==> config.mk <==
export PLATFORM = sky130hd
export DESIGN_NAME = intel_hex_record_parser_core
export DESIGN_NICKNAME = d
export VERILOG_FILES = /design/src/rtl/ihex_pkg.sv /design/src/rtl/ihex_front.sv /design/src/rtl/ihex_queue.sv /design/src/rtl/ihex_back.sv /design/src/rtl/intel_hex_record_parser_core.sv
export SDC_FILE = /design/constraint.sdc
export NUM_CORES = 1
export LEC_CHECK = 0
export BUFFER_PORTS_ARGS = -buffer_cell sky130_fd_sc_hd__buf_2
export CAP_MARGIN = 30
export CORE_ASPECT_RATIO = 0.75
export CORE_MARGIN = 2
export CORE_UTILIZATION = 53
export DETAILED_ROUTE_END_ITERATION = 8
export PLACE_DENSITY_LB_ADDON = 0.2
export RECOVER_POWER = 100
export SYNTH_ARGS = -nofsm -noshare
export SYNTH_HDL_FRONTEND = slang
export SYNTH_SLANG_ARGS = --single-unit
export TNS_END_PERCENT = 100
==> constraint.sdc <==
create_clock -name clk -period 4.2 [get_ports clk]
set_clock_uncertainty 0.05 [all_clocks]
set_input_delay 0.42 -clock clk [delete_from_list [all_inputs] [get_ports clk]]
set_output_delay 0.42 -clock clk [all_outputs]
set_load 0.005 [all_outputs]
==> src/rtl/ihex_pkg.sv <==
package ihex_pkg;

	// Character classes produced by the front end
	typedef logic [1:0] char_cls_t;
	localparam char_cls_t CLS_SKIP  = 2'd0;  // printable or whitespace, not hex, not colon
	localparam char_cls_t CLS_HEX   = 2'd1;  // hex digit of either case
	localparam char_cls_t CLS_COLON = 2'd2;  // record start mark
	localparam char_cls_t CLS_BAD   = 2'd3;  // control or high code, never allowed

	typedef struct packed {
		char_cls_t  cls;
		logic [3:0] nib;
	} token_t;

	// Parser phases
	localparam logic [2:0] PH_HUNT = 3'd0;
	localparam logic [2:0] PH_LEN  = 3'd1;
	localparam logic [2:0] PH_ADDR = 3'd2;
	localparam logic [2:0] PH_TYPE = 3'd3;
	localparam logic [2:0] PH_DATA = 3'd4;

	// Result kinds and record status codes
	localparam logic       KIND_DATA  = 1'b0;
	localparam logic       KIND_END   = 1'b1;
	localparam logic [1:0] ST_DATA    = 2'd0;
	localparam logic [1:0] ST_END     = 2'd1;
	localparam logic [1:0] ST_BADFMT  = 2'd2;
	localparam logic [1:0] ST_BADSUM  = 2'd3;

	localparam logic [7:0] CH_COLON = 8'h3A;
	localparam logic [7:0] CH_CR    = 8'h0D;
	localparam logic [7:0] CH_LF    = 8'h0A;
	localparam logic [7:0] CH_TAB   = 8'h09;
	localparam logic [7:0] CH_FF    = 8'h0C;

	function automatic token_t classify(input logic [7:0] c);
		token_t t;
		logic [7:0] v;
		t.nib = 4'd0;
		v = 8'd0;
		if (c >= 8'h30 && c <= 8'h39) begin
			t.cls = CLS_HEX;
			v = c - 8'h30;
		end else if (c >= 8'h41 && c <= 8'h46) begin
			t.cls = CLS_HEX;
			v = c - 8'h37;
		end else if (c >= 8'h61 && c <= 8'h66) begin
			t.cls = CLS_HEX;
			v = c - 8'h57;
		end else if (c == CH_COLON) begin
			t.cls = CLS_COLON;
		end else if ((c >= 8'h20 && c <= 8'h7E) || c == CH_CR || c == CH_LF
				|| c == CH_TAB || c == CH_FF) begin
			t.cls = CLS_SKIP;
		end else begin
			t.cls = CLS_BAD;
		end
		t.nib = v[3:0];
		return t;
	endfunction

endpackage

==> src/rtl/ihex_front.sv <==
module ihex_front import ihex_pkg::*; (
	input  logic       in_valid,
	output logic       in_stall,
	input  logic [7:0] char_in,
	output logic       push,
	output token_t     push_token,
	input  logic       queue_full
);

	// Classify each character and hand it to the queue
	assign in_stall   = queue_full;
	assign push       = in_valid & ~queue_full;
	assign push_token = classify(char_in);

endmodule

==> src/rtl/ihex_queue.sv <==
module ihex_queue import ihex_pkg::*; #(
	parameter int DEPTH = 4
) (
	input  logic   clk,
	input  logic   arst_n,
	input  logic   push,
	input  token_t push_token,
	output logic   full,
	output logic   pop_valid,
	output token_t pop_token,
	input  logic   pop
);

	localparam int PTR_W = (DEPTH > 1) ? $clog2(DEPTH) : 1;
	localparam int CNT_W = $clog2(DEPTH + 1);

	token_t             entry_q [DEPTH];
	logic [PTR_W-1:0]   wr_ptr_q;
	logic [PTR_W-1:0]   rd_ptr_q;
	logic [CNT_W-1:0]   count_q;

	assign full      = (count_q == CNT_W'(DEPTH));
	assign pop_valid = (count_q != '0);
	assign pop_token = entry_q[rd_ptr_q];

	always_ff @(posedge clk) begin
		if (push) begin
			entry_q[wr_ptr_q] <= push_token;
		end
	end

	always_ff @(posedge clk or negedge arst_n) begin
		if (!arst_n) begin
			wr_ptr_q <= '0;
			rd_ptr_q <= '0;
			count_q  <= '0;
		end else begin
			if (push) begin
				wr_ptr_q <= (wr_ptr_q == PTR_W'(DEPTH - 1)) ? '0 : wr_ptr_q + 1'b1;
			end
			if (pop) begin
				rd_ptr_q <= (rd_ptr_q == PTR_W'(DEPTH - 1)) ? '0 : rd_ptr_q + 1'b1;
			end
			unique case ({push, pop})
				2'b10:   count_q <= count_q + 1'b1;
				2'b01:   count_q <= count_q - 1'b1;
				default: count_q <= count_q;
			endcase
		end
	end

endmodule

==> src/rtl/ihex_back.sv <==
module ihex_back import ihex_pkg::*; (
	input  logic        clk,
	input  logic        arst_n,
	input  logic        tok_valid,
	input  token_t      tok,
	output logic        tok_pop,
	output logic        out_valid,
	input  logic        out_stall,
	output logic        event_kind,
	output logic [7:0]  data_byte,
	output logic [7:0]  byte_index,
	output logic [15:0] record_address,
	output logic        record_type,
	output logic [7:0]  record_length,
	output logic [1:0]  record_status
);

	logic [2:0]  phase_q;
	logic [3:0]  high_q;
	logic        pending_q;
	logic        addr_lo_q;
	logic [7:0]  length_q;
	logic [15:0] address_q;
	logic        type_q;
	logic [7:0]  seen_q;
	logic [7:0]  sum_q;
	logic        out_valid_q;

	logic [2:0]  phase_d;
	logic [3:0]  high_d;
	logic        pending_d;
	logic        addr_lo_d;
	logic [7:0]  length_d;
	logic [15:0] address_d;
	logic        type_d;
	logic [7:0]  seen_d;
	logic [7:0]  sum_d;

	logic        produce;
	logic        res_kind;
	logic [7:0]  res_data;
	logic [7:0]  res_index;
	logic [1:0]  res_status;
	logic        clear;
	logic [7:0]  byte_val;
	logic [7:0]  sum_next;
	logic        can_out;
	logic        load;

	assign byte_val = {high_q, tok.nib};
	assign sum_next = sum_q + byte_val;
	assign can_out  = ~out_valid_q | ~out_stall;
	assign tok_pop  = tok_valid & (~produce | can_out);
	assign load     = tok_pop & produce;

	always_comb begin
		phase_d    = phase_q;
		high_d     = high_q;
		pending_d  = pending_q;
		addr_lo_d  = addr_lo_q;
		length_d   = length_q;
		address_d  = address_q;
		type_d     = type_q;
		seen_d     = seen_q;
		sum_d      = sum_q;
		produce    = 1'b0;
		clear      = 1'b0;
		res_kind   = KIND_END;
		res_data   = 8'd0;
		res_index  = 8'd0;
		res_status = ST_BADFMT;

		if (phase_q == PH_HUNT) begin
			unique case (tok.cls)
				CLS_COLON: begin
					clear   = 1'b1;
					phase_d = PH_LEN;
				end
				CLS_BAD: begin
					produce = 1'b1;
					clear   = 1'b1;
				end
				default: ;
			endcase
		end else if (tok.cls != CLS_HEX) begin
			produce = 1'b1;
			clear   = 1'b1;
		end else if (!pending_q) begin
			high_d    = tok.nib;
			pending_d = 1'b1;
		end else begin
			pending_d = 1'b0;
			sum_d     = sum_next;
			unique case (phase_q)
				PH_LEN: begin
					length_d  = byte_val;
					addr_lo_d = 1'b0;
					phase_d   = PH_ADDR;
				end
				PH_ADDR: begin
					if (!addr_lo_q) begin
						address_d = {byte_val, 8'd0};
						addr_lo_d = 1'b1;
					end else begin
						address_d = {address_q[15:8], byte_val};
						addr_lo_d = 1'b0;
						phase_d   = PH_TYPE;
					end
				end
				PH_TYPE: begin
					if (byte_val > 8'd1) begin
						produce = 1'b1;
						clear   = 1'b1;
					end else begin
						type_d  = byte_val[0];
						seen_d  = 8'd0;
						phase_d = PH_DATA;
					end
				end
				default: begin
					produce = 1'b1;
					if (seen_q < length_q) begin
						res_kind   = KIND_DATA;
						res_data   = byte_val;
						res_index  = seen_q;
						res_status = ST_DATA;
						seen_d     = seen_q + 1'b1;
					end else begin
						clear = 1'b1;
						if (sum_next != 8'd0) begin
							res_status = ST_BADSUM;
						end else begin
							res_status = type_q ? ST_END : ST_DATA;
						end
					end
				end
			endcase
		end

		// Drop back to a clean header after a finished or malformed record or at a colon;
		// a finished record always goes back to hunting
		if (clear) begin
			high_d    = 4'd0;
			pending_d = 1'b0;
			addr_lo_d = 1'b0;
			length_d  = 8'd0;
			address_d = 16'd0;
			type_d    = 1'b0;
			seen_d    = 8'd0;
			sum_d     = 8'd0;
			if (produce) begin
				phase_d = PH_HUNT;
			end
		end
	end

	always_ff @(posedge clk or negedge arst_n) begin
		if (!arst_n) begin
			phase_q     <= PH_HUNT;
			high_q      <= 4'd0;
			pending_q   <= 1'b0;
			addr_lo_q   <= 1'b0;
			length_q    <= 8'd0;
			address_q   <= 16'd0;
			type_q      <= 1'b0;
			seen_q      <= 8'd0;
			sum_q       <= 8'd0;
			out_valid_q <= 1'b0;
		end else begin
			if (tok_pop) begin
				phase_q   <= phase_d;
				high_q    <= high_d;
				pending_q <= pending_d;
				addr_lo_q <= addr_lo_d;
				length_q  <= length_d;
				address_q <= address_d;
				type_q    <= type_d;
				seen_q    <= seen_d;
				sum_q     <= sum_d;
			end
			if (load) begin
				out_valid_q <= 1'b1;
			end else if (!out_stall) begin
				out_valid_q <= 1'b0;
			end
		end
	end

	// Result register: header fields are those in force before this token
	always_ff @(posedge clk) begin
		if (load) begin
			event_kind     <= res_kind;
			data_byte      <= res_data;
			byte_index     <= res_index;
			record_address <= address_q;
			record_type    <= type_q;
			record_length  <= length_q;
			record_status  <= res_status;
		end
	end

	assign out_valid = out_valid_q;

endmodule

==> src/rtl/intel_hex_record_parser_core.sv <==
// Channel   Direction  Handshake              Payload
// input     in         in_valid / in_stall    char_in
// output    out        out_valid / out_stall  event_kind, data_byte, byte_index,
//                                             record_address, record_type,
//                                             record_length, record_status
//
// One character is taken per cycle, back to back, while in_stall is low. A
// character enters the queue at its transfer edge; its result, if any, loads
// the result register at the next edge at the earliest, setting out_valid too.
// arst_n clears the queue, parser phase, header registers and out_valid.
// A stalled output holds the back end only on a result-bearing token;
// in_stall rises once QUEUE_DEPTH characters wait in the queue.
module intel_hex_record_parser_core import ihex_pkg::*; #(
	parameter int QUEUE_DEPTH = 4
) (
	input  logic        clk,
	input  logic        arst_n,
	input  logic        in_valid,
	output logic        in_stall,
	input  logic [7:0]  char_in,
	output logic        out_valid,
	input  logic        out_stall,
	output logic        event_kind,
	output logic [7:0]  data_byte,
	output logic [7:0]  byte_index,
	output logic [15:0] record_address,
	output logic        record_type,
	output logic [7:0]  record_length,
	output logic [1:0]  record_status
);

	logic   push;
	token_t push_token;
	logic   queue_full;
	logic   tok_valid;
	token_t tok;
	logic   tok_pop;

	// Front end: classify each transfer into colon, hex digit, skip or bad
	ihex_front u_front (
		.in_valid   (in_valid),
		.in_stall   (in_stall),
		.char_in    (char_in),
		.push       (push),
		.push_token (push_token),
		.queue_full (queue_full)
	);

	// Token queue decouples input stalls from output stalls
	ihex_queue #(
		.DEPTH (QUEUE_DEPTH)
	) u_queue (
		.clk        (clk),
		.arst_n     (arst_n),
		.push       (push),
		.push_token (push_token),
		.full       (queue_full),
		.pop_valid  (tok_valid),
		.pop_token  (tok),
		.pop        (tok_pop)
	);

	// Back end: record state machine, running checksum and result register
	ihex_back u_back (
		.clk            (clk),
		.arst_n         (arst_n),
		.tok_valid      (tok_valid),
		.tok            (tok),
		.tok_pop        (tok_pop),
		.out_valid      (out_valid),
		.out_stall      (out_stall),
		.event_kind     (event_kind),
		.data_byte      (data_byte),
		.byte_index     (byte_index),
		.record_address (record_address),
		.record_type    (record_type),
		.record_length  (record_length),
		.record_status  (record_status)
	);

endmodule
-- Yosys cells after proc, flatten, opt, wreduce, memory -nomap -nowiden
Memory sizes are Yosys's and may differ from the RTL's.
Index checks and enable logic that the tools add are counted.
W data, S select, Z words.
- bitwise logic cells: 11
- eq/ne operators: 24
- reductions and logical operators: 32
- add/subtract/negate cells: 9
- order comparisons: 10
- mux-type cells: 81
- operators by type and width (operator ; count):
    $mux W8 ; 15
    $mux W16 ; 6
    $eq A8 B4 Y1 const B ; 4
    $mux W1 ; 30
    $mux W4 ; 7
    $le A8 B7 Y1 const B ; 3
    $mux W3 ; 8
    $mux W2 ; 9
    $ge A8 B6 Y1 const B ; 2
    $ge A8 B7 Y1 const B ; 2
    $pmux W8 S2 ; 1
    $reduce_and A5 Y1 ; 3
    $reduce_or A7 Y1 ; 2
    $ne A2 B1 Y1 const B ; 6
    $reduce_and A6 Y1 ; 2
    $eq A2 B2 Y1 const B ; 5
    $reduce_bool A2 Y1 ; 5
    $pmux W3 S3 ; 1
    $reduce_bool A3 Y1 ; 3
    $add A8 B1 Y8 const B ; 1
    $add A8 B8 Y8 ; 1
    $eq A8 B6 Y1 const B ; 1
    $gt A8 B1 Y1 const B ; 1
    $le A8 B6 Y1 const B ; 1
    other kinds (26) ; 48
- memory bits (writable): 24
- register bits: 102
- bits of input ports: 12
- memories kept: 1
- output and inout port bits: 46
- word-level logic and storage cells: 190
- memory list (name ; depth ; bits a word ; rd ports ; clocked after memory_dff ; write ports ; RTL line ; text):
    u_queue.entry_q ; 4 ; 6 ; 1 ; 0 ; 1 ; ihex_queue.sv:17 ; token_t entry_q [DEPTH];

-- Logic depth before layout (Yosys ltp)
An unclocked memory read counts as a cell.
- depth after elaboration: 12
- mapped depth: 13
- depth with buffers taken out: 10

-- Cells and area by module
Synthesis repeated with hierarchy kept, for this count alone.
- cells, all modules: 458
- area, all modules: 5913.2 um2
- modules (own cells, without submodules) (module ; instances ; cells an instance ; area each (um2) ; seq. area each (um2)):
    ihex_back ; 1 ; 353 ; 4325.4 ; 2597.5
    ihex_queue ; 1 ; 67 ; 1283.7 ; 895.9
    ihex_front ; 1 ; 38 ; 304.0 ; 0.0

-- Worst setup path after synthesis
No wires, ideal clock.
- path type: reg2reg
- start point: register u_queue.rd_ptr_q[0]
- end point: register u_back.byte_index[0] (enable)
- required time: 3704 ps
- setup time: 446 ps
- slack: -323 ps
- period minus slack after synthesis: 4523 ps
- arrival: 4027 ps
- cell stages (with the launch flop): 8
- path buffers: 2
- cell sequence: dfrtp_1 buf_6 mux4_2 nor4_4 a21oi_2 a311o_1 clkbuf_1 nor2_1
- RTL lines (item ; RTL line ; text):
    start: declaration ; ihex_queue.sv:19 ; logic [PTR_W-1:0] rd_ptr_q;
    start signal: assignment ; ihex_queue.sv:42 ; rd_ptr_q <= (rd_ptr_q == PTR_W'(DEPTH - 1)) ? '0 : rd_ptr_q + 1'b1;
    end signal: assignment ; ihex_back.sv:194 ; byte_index <= res_index;
    end: declaration ; ihex_back.sv:11 ; output logic [7:0] byte_index,

==> flow_summary.toml <==
[clock_network]
cts.htree.levels = 4
clock-root-buffer = "clkbuf_16"
cts.sinks = 126
postCtsHoldBufs = 0
numCtsBuffers = 17
cts_setup_buffers = 0
cts.clk_slew.worst_paths_ns = 0.06
clock_latency_ns = 0.42
cts_tree = "yes"
clockBufferDepth = 2
cts_resized = 0

[routing]
drtIter0Drc = 401
viasPerCell = 5.897
post_drt_wl_per_cell_um = 18.51
drc = 0
drt-pass1-iter-count = 5
ant_nets = 0
vias = 4022
drt_wl_total_um = 12620

[worst_setup_path]
start_kind = "flop"
rr_startpoint = "u_queue.rd_ptr_q[0]"
crit_type = "reg -> reg"
path_delay_family = "multiplexers"
cpPeakStageDelay_ns = 0.72
cp_num_buf_inv = 1
path_cells = "mux4_2 > nor4_4 > a21oi_1 > a311o_1 > inv_1 > ha_1 > fa_1 > mux2_2"
cp-end-kind = "flop"
crit_start = "u_queue.rd_ptr_q[0]"
critical_path.max_fanout = 9
cp.arrival_ns = 3.93
required_ns = 4.45
crit_slowest_cell = "mux4_2"

[outcome]
outcome = "finished with violations"
violations = "capacitance limit, slew limit"

[synth]
synth_top_area_share = 0.3452
syn_area_per_cell_sq_um = 12.83
synth_top_cell_by_area = "edfxtp_1"
synthesis.area_sq_um = 5916
syn-instance-count = 461
synthesis.nets = 501
async_flop_share = 0.4603
synth_ff_type = "edfxtp_1"
synth.most_common_cell = "edfxtp_1"
yosys_warnings = 0
synth_edf_count = 68
seq_area_frac_synth = 0.5905
yosys-top-cells-count = "68 x edfxtp_1, 58 x dfrtp_1, 37 x a22o_1, 26 x ha_1, 25 x nor2_1"
synth_top_cells_by_area = "edfxtp_1 35%, dfrtp_1 25%, ha_1 5.5%, a22o_1 5.5%, mux4_2 2.3%"
synth_cell_types = 61
ys_ff_latch = 126

[global_routing]
grt_pass1_wl_um = 20760
first_global_vias = 4016
grt_max_degree = 59
grt_overflow = 0
grt_util_met1 = 0.3171
antenna_found_initial = 0
grt.busiest_layer = "met2"
grt_util_met2 = 0.3445
grt_usage = 0.2247
met3_usage = 0.05387

[timing]
rsz0062_at_grt = "false"
hold_violations = 0
fmax_mhz = 271.3
fin_crit_ns = 3.686
worst_pin_slew_ns = 3.272
hold_slack_ns = 0.2759
finalSetupTns_ns = 0
finalSetupViolations = 0
relSlewSlack = -1.181
finalMaxSlewViolations = 59
finalCritPeriodShare = 0.8777

[pwr]
power.leakage_nw = 2.815
vdd_drop_max_v = 0.0005762
p_switching_mw = 2.292
power_frac_clock = 0.247
internal_power_mw = 3.562
seqPwrFrac = 0.362
pwr-share-comb = 0.391
swShare = 0.3915
powerDensity_nw_per_um2 = 850.1

[floorplan]
design.die.area_sq_um = 12030
die_w_um = 126.0
ios = 58
start_util = 0.5427
design.core.area_sq_um = 10900
dieHeight_um = 95.50
rows = 33

[min_path]
holdCritStartpoint = "out_stall"
min_path_type = "in -> reg"

[layout]
layout-drive-gt1-share = 0.1494
finalNonFillerCells = 682
diodes = 0
nets = 569
area_delta_synth_final_pct = 16.39

[placed_design]
dp_cells = 650
globalplace.congestion = 0.9375
port_buffers = 57
dp_hpwl_um = 8609

[flow_run]
drv.max_cap_violation_count = 1
-- state kept, by name, summed over array words and instances, names as in the netlist, 3 cells and up --
| name | count |
|---|---|
| u_back.length_q | 8 |
| u_back.high_q | 4 |
| u_back.record_length | 8 |
| u_back.record_address | 16 |
| u_back.phase_q | 3 |
| u_back.seen_q | 8 |
| u_queue.entry_q | 24 |
| u_back.data_byte | 8 |
| u_back.sum_q | 8 |
| u_back.address_q | 16 |
| u_back.byte_index | 8 |
| u_queue.count_q | 3 |
-- placed cells by master, fill, tap and decap left out, types with 3 or more instances in the layout --
cell / netlist / final
a211oi_1: 3 / 3
a21o_1: 8 / 8
a21oi_1: 14 / 15
a22o_1: 37 / 37
and2_0: 0 / 16
and2_1: 21 / 5
and3_1: 6 / 6
buf_2: 4 / 30
clkbuf_1: 8 / 32
clkbuf_16: 0 / 17
clkinv_4: 0 / 4
dfrtp_1: 58 / 58
edfxtp_1: 68 / 68
ha_1: 26 / 26
inv_1: 23 / 23
inv_6: 0 / 3
mux2_2: 3 / 3
mux4_2: 6 / 6
nand2_1: 21 / 21
nand2b_1: 8 / 8
nand3_1: 8 / 8
nand4_1: 3 / 3
nor2_1: 25 / 24
nor2b_1: 10 / 10
nor3_1: 7 / 8
o211ai_1: 3 / 3
o21a_1: 5 / 5
o21ai_0: 15 / 19
o21ai_1: 6 / 3
o221ai_1: 3 / 3
o2bb2ai_1: 5 / 5
o31ai_1: 3 / 3
or3_1: 4 / 4
xnor2_1: 5 / 5
xor2_1: 3 / 3
-- path summary, 6_finish.rpt --
check | end | slack, ns | depth (start not counted)
hold / removal | u_back.out_valid | 0.28 | 3
setup / recovery | u_queue.count_q[1] | 0.51 | 8
hold reg to reg | u_back.record_address[2] | 0.40 | 0
setup reg to reg | u_queue.count_q[1] | 0.51 | 8
min in group asynchronous | u_queue.wr_ptr_q[1] | 1.14 | 2
max in group asynchronous | u_back.seen_q[5] | 1.11 | 2
-- power groups by stage --
stage	clock network [mW]	logic, mW	registers [mW]
floorplan	0	1.64	2.05
finish	1.44	2.29	2.12
detailed placement	0	2.34	2.13
global route	1.52	2.53	2.17
global placement	0	2.26	2.12
CTS	1.47	2.36	2.12
-- stage by stage --
step                instance area [sq um]  total power [mW]  setup slack [ns]    util
global placement                     6357             4.383            0.6854  0.5832
CTS                                  6950             5.943            0.5557  0.6376
finish                               6885             5.853            0.5136  0.6317
global route                         6885             6.217            0.2778  0.6317
floorplan                            5918             3.696            0.4086       -
detailed placement                   6362             4.474            0.5651  0.5837
-- area by class of cell --
cell class	instances	area, sq um
clock buffer	18	429.2
sequential	126	3493
clock inverter	14	158.9
timing repair buffer	64	301.5
tap	140	175.2
inverter	23	86.33
fill	817	4015
multi-input combinational	297	2241
-- logic make-up after synthesis --
group	Yosys count	share of synthesized area
fa+ha+maj	28	0.06176
simple gates	127	0.1206
mux	9	0.02855
flops	126	0.5905
xor+xnor	8	0.01184
buf+inv	38	0.02876
compound gates	125	0.1580
-- worst min-delay path: cells and delay by family --
family                 cells  cell delay (ns)
AOI/OAI and AO/OA          1             0.09
and+or+nand+nor            1             0.09
buffers and inverters      1             0.10
-- per-layer routing --
layer	up-vias	share of wire	routed length, um
li1	1894	-	-
met1	1965	0.47	5878
met2	145	0.45	5713
met3	18	0.067	852
met4	0	0.014	180
met5	-	0	0
Power figures use the tool's default switching activity.
